==> config.mk <==
export PLATFORM = sky130hd
export DESIGN_NAME = nps_front
export DESIGN_NICKNAME = d
export VERILOG_FILES = /design/src/nps_pkg.sv /design/src/nps_front.sv
export SDC_FILE = /design/constraint.sdc
export NUM_CORES = 1
export LEC_CHECK = 0
export ABC_AREA = 1
export BUFFER_PORTS_ARGS = -buffer_cell sky130_fd_sc_hd__buf_4
export CAP_MARGIN = 40
export CORE_AREA = 5 5 201 183
export CTS_CLUSTER_DIAMETER = 100
export DETAILED_ROUTE_END_ITERATION = 6
export DIE_AREA = 0 0 206 188
export GPL_ROUTABILITY_DRIVEN = 0
export PLACE_DENSITY_LB_ADDON = 0.15
export SLEW_MARGIN = 25
export SYNTH_ARGS = -nofsm -noshare
export SYNTH_HDL_FRONTEND = slang
export SYNTH_SLANG_ARGS = --single-unit
==> constraint.sdc <==
create_clock -name clk -period 5.5 [get_ports clk]
set_input_delay 0.825 -clock clk [delete_from_list [all_inputs] [get_ports clk]]
set_output_delay 0.825 -clock clk [all_outputs]
set_load 0.02 [all_outputs]
==> src/nps_pkg.sv <==
// ============================================================================
// nps_pkg: shared types and constants for the note pitch shift block
// Request codes, table geometry, log2 precision and the queue entry format.
// ============================================================================
package nps_pkg;

    localparam int MAX_NOTES     = 64;
    localparam int LOG_FRAC_BITS = 16;
    localparam int IDX_W         = $clog2(MAX_NOTES);
    localparam int CNT_W         = $clog2(MAX_NOTES + 1);
    localparam int FCNT_W        = $clog2(LOG_FRAC_BITS + 1);

    // Request queue between the front end and the back end (power of two).
    localparam int QUEUE_DEPTH   = 4;
    localparam int QPTR_W        = $clog2(QUEUE_DEPTH);
    localparam int QFILL_W       = $clog2(QUEUE_DEPTH + 1);

    localparam logic signed [24:0] SHIFT_MAX = 25'sh0FFFFFF;
    localparam logic signed [24:0] SHIFT_MIN = -25'sh1000000;
    // log2(440) is 8.7813597..., the fraction truncated to 24 bits is 0xC80730
    // (0xC807 at 16 bits, the same value the squaring iteration produces).
    localparam logic [4:0]  A4_LOG_INT    = 5'd8;
    localparam logic [23:0] A4_LOG_FRAC24 = 24'hC80730;

    typedef enum logic [1:0] {
        REQ_CLEAR  = 2'd0,
        REQ_APPEND = 2'd1,
        REQ_QUERY  = 2'd2,
        REQ_NONE   = 2'd3
    } req_t;

    // Classified work handed from the front end to the back end.
    typedef struct packed {
        req_t               req;
        logic signed [15:0] subdivision;
        logic [6:0]         note_num;
        logic signed [15:0] fine_tune;
        logic [31:0]        source_freq;
    } work_t;

    typedef enum logic [2:0] {
        ST_IDLE,
        ST_SCAN,
        ST_READ,
        ST_LOG,
        ST_MUL,
        ST_SUM,
        ST_DONE
    } back_state_t;

endpackage

==> src/nps_front.sv <==
// ============================================================================
// nps_front: input acceptance and request queue
// Accepts transactions, classifies the request and buffers them in a FIFO.
// ============================================================================
module nps_front (
    input  logic           clk,
    input  logic           rst_n,
    input  logic           in_valid,
    output logic           in_ready,
    input  nps_pkg::work_t in_work,
    output logic           q_valid,
    input  logic           q_ready,
    output nps_pkg::work_t q_work
);
    import nps_pkg::*;

    work_t              fifo_reg [QUEUE_DEPTH];
    logic [QPTR_W-1:0]  wr_ptr_reg, rd_ptr_reg;
    logic [QFILL_W-1:0] fill_reg;
    work_t              cls;

    // Unused request codes are normalized to REQ_NONE.
    always_comb
    begin
        cls = in_work;
        if (in_work.req != REQ_CLEAR && in_work.req != REQ_APPEND &&
            in_work.req != REQ_QUERY)
        begin
            cls.req = REQ_NONE;
        end
    end

    assign in_ready = (fill_reg != QFILL_W'(QUEUE_DEPTH));
    assign q_valid  = (fill_reg != '0);
    assign q_work   = fifo_reg[rd_ptr_reg];

    always_ff @(posedge clk)
    begin
        if (in_valid && in_ready)
        begin
            fifo_reg[wr_ptr_reg] <= cls;
        end
    end

    always_ff @(posedge clk or negedge rst_n)
    begin
        if (!rst_n)
        begin
            wr_ptr_reg <= '0;
            rd_ptr_reg <= '0;
            fill_reg   <= '0;
        end
        else
        begin
            if (in_valid && in_ready)
            begin
                wr_ptr_reg <= wr_ptr_reg + QPTR_W'(1);
            end
            if (q_valid && q_ready)
            begin
                rd_ptr_reg <= rd_ptr_reg + QPTR_W'(1);
            end
            fill_reg <= fill_reg + QFILL_W'(in_valid && in_ready)
                                 - QFILL_W'(q_valid && q_ready);
        end
    end

endmodule

==> results of run 1 <==
[layout make-up]
class,count,area share (%)
Sequential cell,299,60.9
Inverter,89,2.29
Clock buffer,44,6.48
Tap cell,469,3.99
Multi-Input combinational cell,547,15.9
Timing Repair Buffer,166,9.38
Clock inverter,17,1.05
[placed cells by master (no fill, tap or decap), drive strengths merged]
| cell type | n |
|---|---|
| clkinv | 13 |
| ha | 6 |
| buf | 166 |
| nand2 | 238 |
| nand3 | 5 |
| dfrtp | 7 |
| clkbuf | 44 |
| clkinvlp | 1 |
| edfxtp | 292 |
| fa | 1 |
| bufinv | 3 |
| o21ai | 146 |
| inv | 89 |
| nor2 | 151 |
[cells by family (layout without fill, tap and decap cells)]
logic type,count (synthesis),after routing,share of synthesized area [%]
AO/OA/AOI/OAI,146,146,6.16
AND/OR/NAND/NOR,394,394,12.5
buffers and inverters,139,316,5.16
flip-flops,299,299,75.4
adder cells (fa/ha/maj),7,7,0.801
[metrics by stage]
step                cells  instance area, um^2  setup slack, ns  power, mW  hold WS, ns
floorplan             985                11900            0.963       5.15        0.441
CTS                  1630                14700             1.99       8.68        0.115
global placement     1564                13500             2.39       6.36        0.493
finish               1631                14700             2.13       8.52        0.136
global route         1631                14700             1.88       9.12        0.123
detailed placement   1569                13600             2.53       6.43        0.497
[per-layer routing]
metal	share of wire, %	global-route usage [%]	vias up	wire length (um)
met5	0.12	0	-	32
met4	1.8	3.33	4	486
met3	5.4	3.03	36	1450
met2	46	21.8	168	12200
met1	47	19.1	3426	12500
li1	-	-	3612	-
[Yosys cell counts, drive strengths merged]
| library cell | n |
|---|---|
| nand3 | 5 |
| nor2 | 151 |
| edfxtp | 292 |
| inv | 89 |
| buf | 25 |
| dfrtp | 7 |
| o21ai | 146 |
| nand2 | 238 |
| fa | 1 |
| clkbuf | 25 |
| ha | 6 |
[worst max-delay path, cell delays in order (launching register included)]
cell     delay (ns)
dfrtp_4        0.66
inv_2          0.40
buf_12         0.24
buf_4          0.34
o21ai_0        0.16
nand2_1        0.08
buf_4          0.13
[how the worst min path moves through the flow]
stage                               from                         to  slack (ns)  cells past startpoint
6_report                           rst_n      fill_reg[0]$_DFF_PN0_        0.14                      1
4_1_cts                            rst_n      fill_reg[0]$_DFF_PN0_        0.12                      1
2_1_floorplan  rd_ptr_reg[1]$_DFFE_PN0P_  rd_ptr_reg[1]$_DFFE_PN0P_        0.44                      2
3_3_place_gp       fill_reg[0]$_DFF_PN0_      fill_reg[0]$_DFF_PN0_        0.49                      1
5_1_grt                            rst_n      fill_reg[0]$_DFF_PN0_        0.12                      1
3_5_place_dp       fill_reg[0]$_DFF_PN0_      fill_reg[0]$_DFF_PN0_        0.50                      1
[power by group through the flow]
stage	combinational [mW]	clock (mW)	sequential (mW)
3_5_place_dp	3.25	0	3.19
6_report	3.17	2.22	3.14
2_1_floorplan	1.98	0	3.17
3_3_place_gp	3.18	0	3.18
4_1_cts	3.25	2.29	3.14
5_1_grt	3.55	2.39	3.18
==> key figures, run 1 <==
Detailed routing
  – Final ANT Viol Nets: 0
  – Starting DRC count in detailed routing: 400
  – Pre-Repair DR Iteration Count: 4
  – Via count: 7246
  – Drc violations: 0
  – Drt wl/cell: 16.4 um
  – Vias/cell: roughly 4.4
  – Drt total wl: 26.7 mm

Power
  – Sw Ratio: 36.1%
  – Static Leakage: 5.81 nW
  – Int Power: approximately 5.4 mW
  – Peak supply drop: 235 uV
  – Share of power burned in the clock network: 26.0%
  – Reg power frac: 36.8%
  – NetSw: 3.08 mW
  – Combinational power share: 37.2%
  – Pwr dens: 580 mW/mm^2

Global route
  – Largest net degree at the start of global routing: 90
  – Gr usage total: 13.7%
  – Antenna violations before repair: 2
  – Vias in the first global route: 7221
  – First-pass GRT wire length: 41.7 mm
  – GR Overflow Total: 0

Floorplanning
  – DIE AREA: 0.0387 mm^2
  – Chip height: roughly 190 um
  – Starting Density: 34.3%
  – Placeable Area: 0.0346 mm^2
  – I/O pins: 152
  – Standard-cell row count: between 60 and 70
  – Die Width: 206 um

Clock network
  – Worst-path clk slew: 0.06 ns
  – Post-CTS Resized: 0
  – Sink Count: 299
  – Worst skew pair latency: ~0.5 ns
  – Clock Path Buffers: 3
  – H-tree depth: 2
  – Num CTS Buffers: 34
  – Hold buffers post-CTS: 0
  – CTS tree: done
  – Clock Root Buffer: clkbuf_16
  – Post-CTS setup buffers: 0

STA
  – Post-Route Skew: ~0.011 ns
  – Setup violators final: 0
  – Rel. slew slack: 51.6%
  – Actual slew at the worst max-slew pin: 0.724 ns
  – Max Fclk: ~0.30 GHz
  – Setup TNS: 0 ns
  – Minimum clock period: 3.37 ns
  – Fin crit share: 61.3%
  – Slew Limit Fails: 0
  – RSZ-0062 raised after global routing: no
  – Final Hold Viols: 0

Critical path
  – Maximum fanout along the worst path: 45
  – R2R setup slack: 3.04 ns
  – Critical Path RT: 4.68 ns
  – Source of the critical timing path: rd_ptr_reg[0]$_DFFE_PN0P_
  – Reg-to-Reg Start: fill_reg[1]$_DFF_PN0_
  – Startpoint types: flip-flop
  – Reg2Reg Depth: 5
  – Crit path capture: q_work[9]
  – Critical setup path kind: flip-flop to output port
  – RR Endpoint: fifo_reg[0][44]$_DFFE_PP_
  – Critical path arrival: 2.55 ns
  – Crit end category: output port

Layout
  – Area growth, synth to finish: 23.9%
  – Post-Route Utilization: a little over two fifths
  – Reg area: 0.00895 mm^2
  – Nets@finish: 1221
  – Filler cells: 3274
  – # diodes: 0
  – Largest register FFs: 292
  – Share of layout cells above drive strength 1: roughly a fifth
  – Multi-input combinational cell area: about 0.0023 mm^2

Synthesis
  – Syn_area_per_cell: 12.0 um^2
  – Mapped cell area: 0.0119 mm^2
  – Cell taking the most area after synthesis: edfxtp_1
  – Part of the Yosys area used for sequential elements: 75.4%
  – Synth Instances: 985
  – Syn_nets: 1069
  – Synth unique cells: 17
  – Area contributors post-synth: edfxtp_1 74%, nand2_1 7.5%, nor2_1 4.8%
  – Synth top area share: 73.9%
  – Syn. warnings: 0
  – Flops & latches, synth: ~300

Placement
  – Port bufs: ~150
  – DPL Wire Length: 16.6 mm

Worst hold path
  – Hold WC Path Type: input port to async pin

Run status
  – Status: complete, no violations

Flow run
  – Max-cap violations: 0
Power figures use the tool's default switching activity.
==> run 2, diff against run 1 <==
clock period = 2.8 ns   (was 5.5 ns; I/O delays follow)
==> run 2 against run 1 <==
Effect of this change: sequential power up 94%; sequential share of layout area up 0.28 points; critical path depth decreased by 1; non-clock buffer count up 4; clock power increased by 84%; count of clock-buffer cells in the layout up 4; cell count increased by 0.18%; combinational power rose by 98%; worst setup slack lost 1.9 ns; sequential cell count unchanged.
==> key figures, run 2 (synthesis results as in run 1) <==
Run status
  – Status: complete, no violations

STA
  – RSZ-0062 raised after global routing: no
  – Slew Limit Fails: 0 (unchanged)
  – Setup violators final: 0 (unchanged)
  – Post-Route Skew: 0.0105 ns (-0.000769 ns)
  – PnR worst setup slack: 0.259 ns (-1.87 ns)
  – Worst hold slack: 0.119 ns (-0.0173 ns)
  – Rel. slew slack: 46.9% (-4.7 points)
  – Max Fclk: 0.394 GHz
  – Fin crit share: 90.7%
  – Final Hold Viols: 0 (unchanged)
  – Minimum clock period: 2.54 ns
  – Actual slew at the worst max-slew pin: 0.796 ns (+0.0722 ns)

Clock network
  – Num CTS Buffers: 35 (+2.9%)
  – Clock Path Buffers: 3 (unchanged)
  – Worst skew pair latency: 0.50 ns (about the same)
  – Post-CTS Resized: 0 (unchanged)
  – Worst-path clk slew: 0.06 ns (about the same)
  – CTS tree: done
  – Clock Root Buffer: clkbuf_16
  – Sink Count: 299 (unchanged)
  – H-tree depth: 2 (unchanged)

Flow run
  – Max-cap violations: 0 (unchanged)

Floorplanning
  – Die Width: 206 um (unchanged)
  – Standard-cell row count: 65 (unchanged)
  – Chip height: 188 um (unchanged)
  – Starting Density: 34.3% (unchanged)
  – I/O pins: 152 (unchanged)
  – Placeable Area: 0.0346 mm^2 (unchanged)
  – DIE AREA: 0.0387 mm^2 (unchanged)

Power
  – Peak supply drop: 676 uV (+190%)
  – Int Power: 10.5 mW (+92%)
  – Pwr dens: 1120 mW/mm^2 (+94%)
  – Share of power burned in the clock network: 24.8% (-1.2 points)
  – NetSw: 5.97 mW (+94%)
  – Static Leakage: 5.78 nW (-0.51%)
  – Reg power frac: 37.0% (+0.2 points)
  – Sw Ratio: 36.4% (+0.24 points)
  – Combinational power share: 38.2% (+1.0 points)
  – Total power: 16.4 mW (+93%)

Global route
  – Largest net degree at the start of global routing: 189 (+110%)
  – GR Overflow Total: 0 (unchanged)
  – Antenna violations before repair: 0 (-2)
  – Vias in the first global route: 7157 (-0.89%)
  – First-pass GRT wire length: 40.1 mm (-3.7%)
  – Gr usage total: 13.1% (-0.58 points)

Critical path
  – Critical setup path kind: flip-flop to output port
  – Buffers & Inverters on Critical Path: 2 (-2)
  – Crit-path max cell delay: 0.55 ns (-0.11 ns)
  – Cells along the critical path: buf_12 -> o21ai_0 -> nand2_1 -> nand2_1 -> buf_4
  – Startpoint types: flip-flop
  – Delay-heaviest family, CP: buffers and inverters
  – Critical path arrival: 2.12 ns (-0.43 ns)
  – Most frequent CP cell: nand2_1
  – Maximum fanout along the worst path: 188 (+320%)
  – Critical Path RT: 2.38 ns (-2.30 ns)
  – R2R setup slack: 0.73 ns (-2.31 ns)
  – Slowest cell on crit path: buf_12
  – Crit end category: output port

Detailed routing
  – Starting DRC count in detailed routing: 296 (-26%)
  – Vias/cell: 4.35 (-2.1%)
  – Final ANT Viol Nets: 0 (unchanged)
  – Drt total wl: 25.2 mm (-5.6%)
  – Via count: 7110 (-1.9%)
  – Drt wl/cell: 15.5 um (-5.8%)
  – Pre-Repair DR Iteration Count: 4 (unchanged)
  – Drc violations: 0 (unchanged)

Placement
  – Placed Cells: 1573 (+0.25%)
  – Port bufs: 151 (unchanged)
  – DPL Wire Length: 14.3 mm (-14%)
  – Place WS: 0.742 ns (-1.79 ns)

Layout
  – Largest register FFs: 292 (unchanged)
  – Area growth, synth to finish: 23.3%
  – # diodes: 0 (unchanged)
  – Most frequent cells in the layout: 292 x edfxtp_1, 238 x nand2_1, 160 x buf_4, 147 x nor2_1, 113 x o21ai_0
  – Post-Route Utilization: 42.3% (-0.20 points)
  – Share of layout cells above drive strength 1: 18.9% (-0.049 points)
  – Most common cell after layout, fill and taps aside: edfxtp_1
  – Post-route insts no fill: 1634 (+0.18%)
  – Nets@finish: 1226 (+0.41%)

Worst hold path
  – Hold WC Path Type: input port to flip-flop
run 2: cell types whose count changed in the layout (fill, tap and decap cells not counted), moves of 2 or more:
| cell | change |
|---|---|
| buf_4 | +4 |
| bufinv_16 | -3 |
| clkbuf_1 | +4 |
| clkinv_1 | -2 |
run 2: layer usage:
metal | part of all wire, % | wire [um] | global-route usage [%] | vias up
met1 | 47 | 11800 | 17.8 | 3327
met2 | 46 | 11500 | 21.1 | 136
met3 | 6.0 | 1510 | 3.49 | 36
li1 | - | - | - | 3611
met4 | 1.8 | 452 | 3.22 | 0
met5 | 0 | 0 | 0 | -
run 2: through the flow:
stage | setup TNS (ns) | area (um^2)
floorplan | -135.13 | 11900
global placement | 0 | 13600
detailed placement | 0 | 13600
CTS | 0 | 14600
global route | 0 | 14600
finish | 0 | 14600
run 2: worst paths after layout:
path | cells after the start | to | from
max | 5 | q_work[35] | rd_ptr_reg[0]$_DFFE_PN0P_
min | 1 | fifo_reg[1][32]$_DFFE_PP_ | in_work[32]
min reg2reg | 1 | fill_reg[0]$_DFF_PN0_ | fill_reg[0]$_DFF_PN0_
min in group asynchronous | 2 | fill_reg[2]$_DFF_PN0_ | rst_n
max reg2reg | 11 | fill_reg[2]$_DFF_PN0_ | fill_reg[1]$_DFF_PN0_
max in group asynchronous | 2 | rd_ptr_reg[0]$_DFFE_PN0P_ | rst_n
run 2: power groups by stage:
stage | Clock (mW) | Sequential [mW] | Combinational [mW]
2_1_floorplan | 0 | 6.18 | 3.89
3_3_place_gp | 0 | 6.16 | 6.44
3_5_place_dp | 0 | 6.17 | 6.47
4_1_cts | 4.23 | 6.08 | 6.49
5_1_grt | 4.41 | 6.15 | 7.06
6_report | 4.08 | 6.08 | 6.27
run 2: what timing repair did:
item / CTS / global route
hold buffers: 1 / 0
buffers inserted: 0 / 0
endpoints found under the hold margin: 7 / 0
run 2: cell type report:
type | count | area (um^2)
clock buffers | 48 | 967
clock inverters | 12 | 58.8
fillers | 3238 | 19900
inverters | 89 | 337
multi-input cells | 547 | 2340
flip-flops and latches | 299 | 8950
well taps | 469 | 587
repair buffers | 170 | 1390
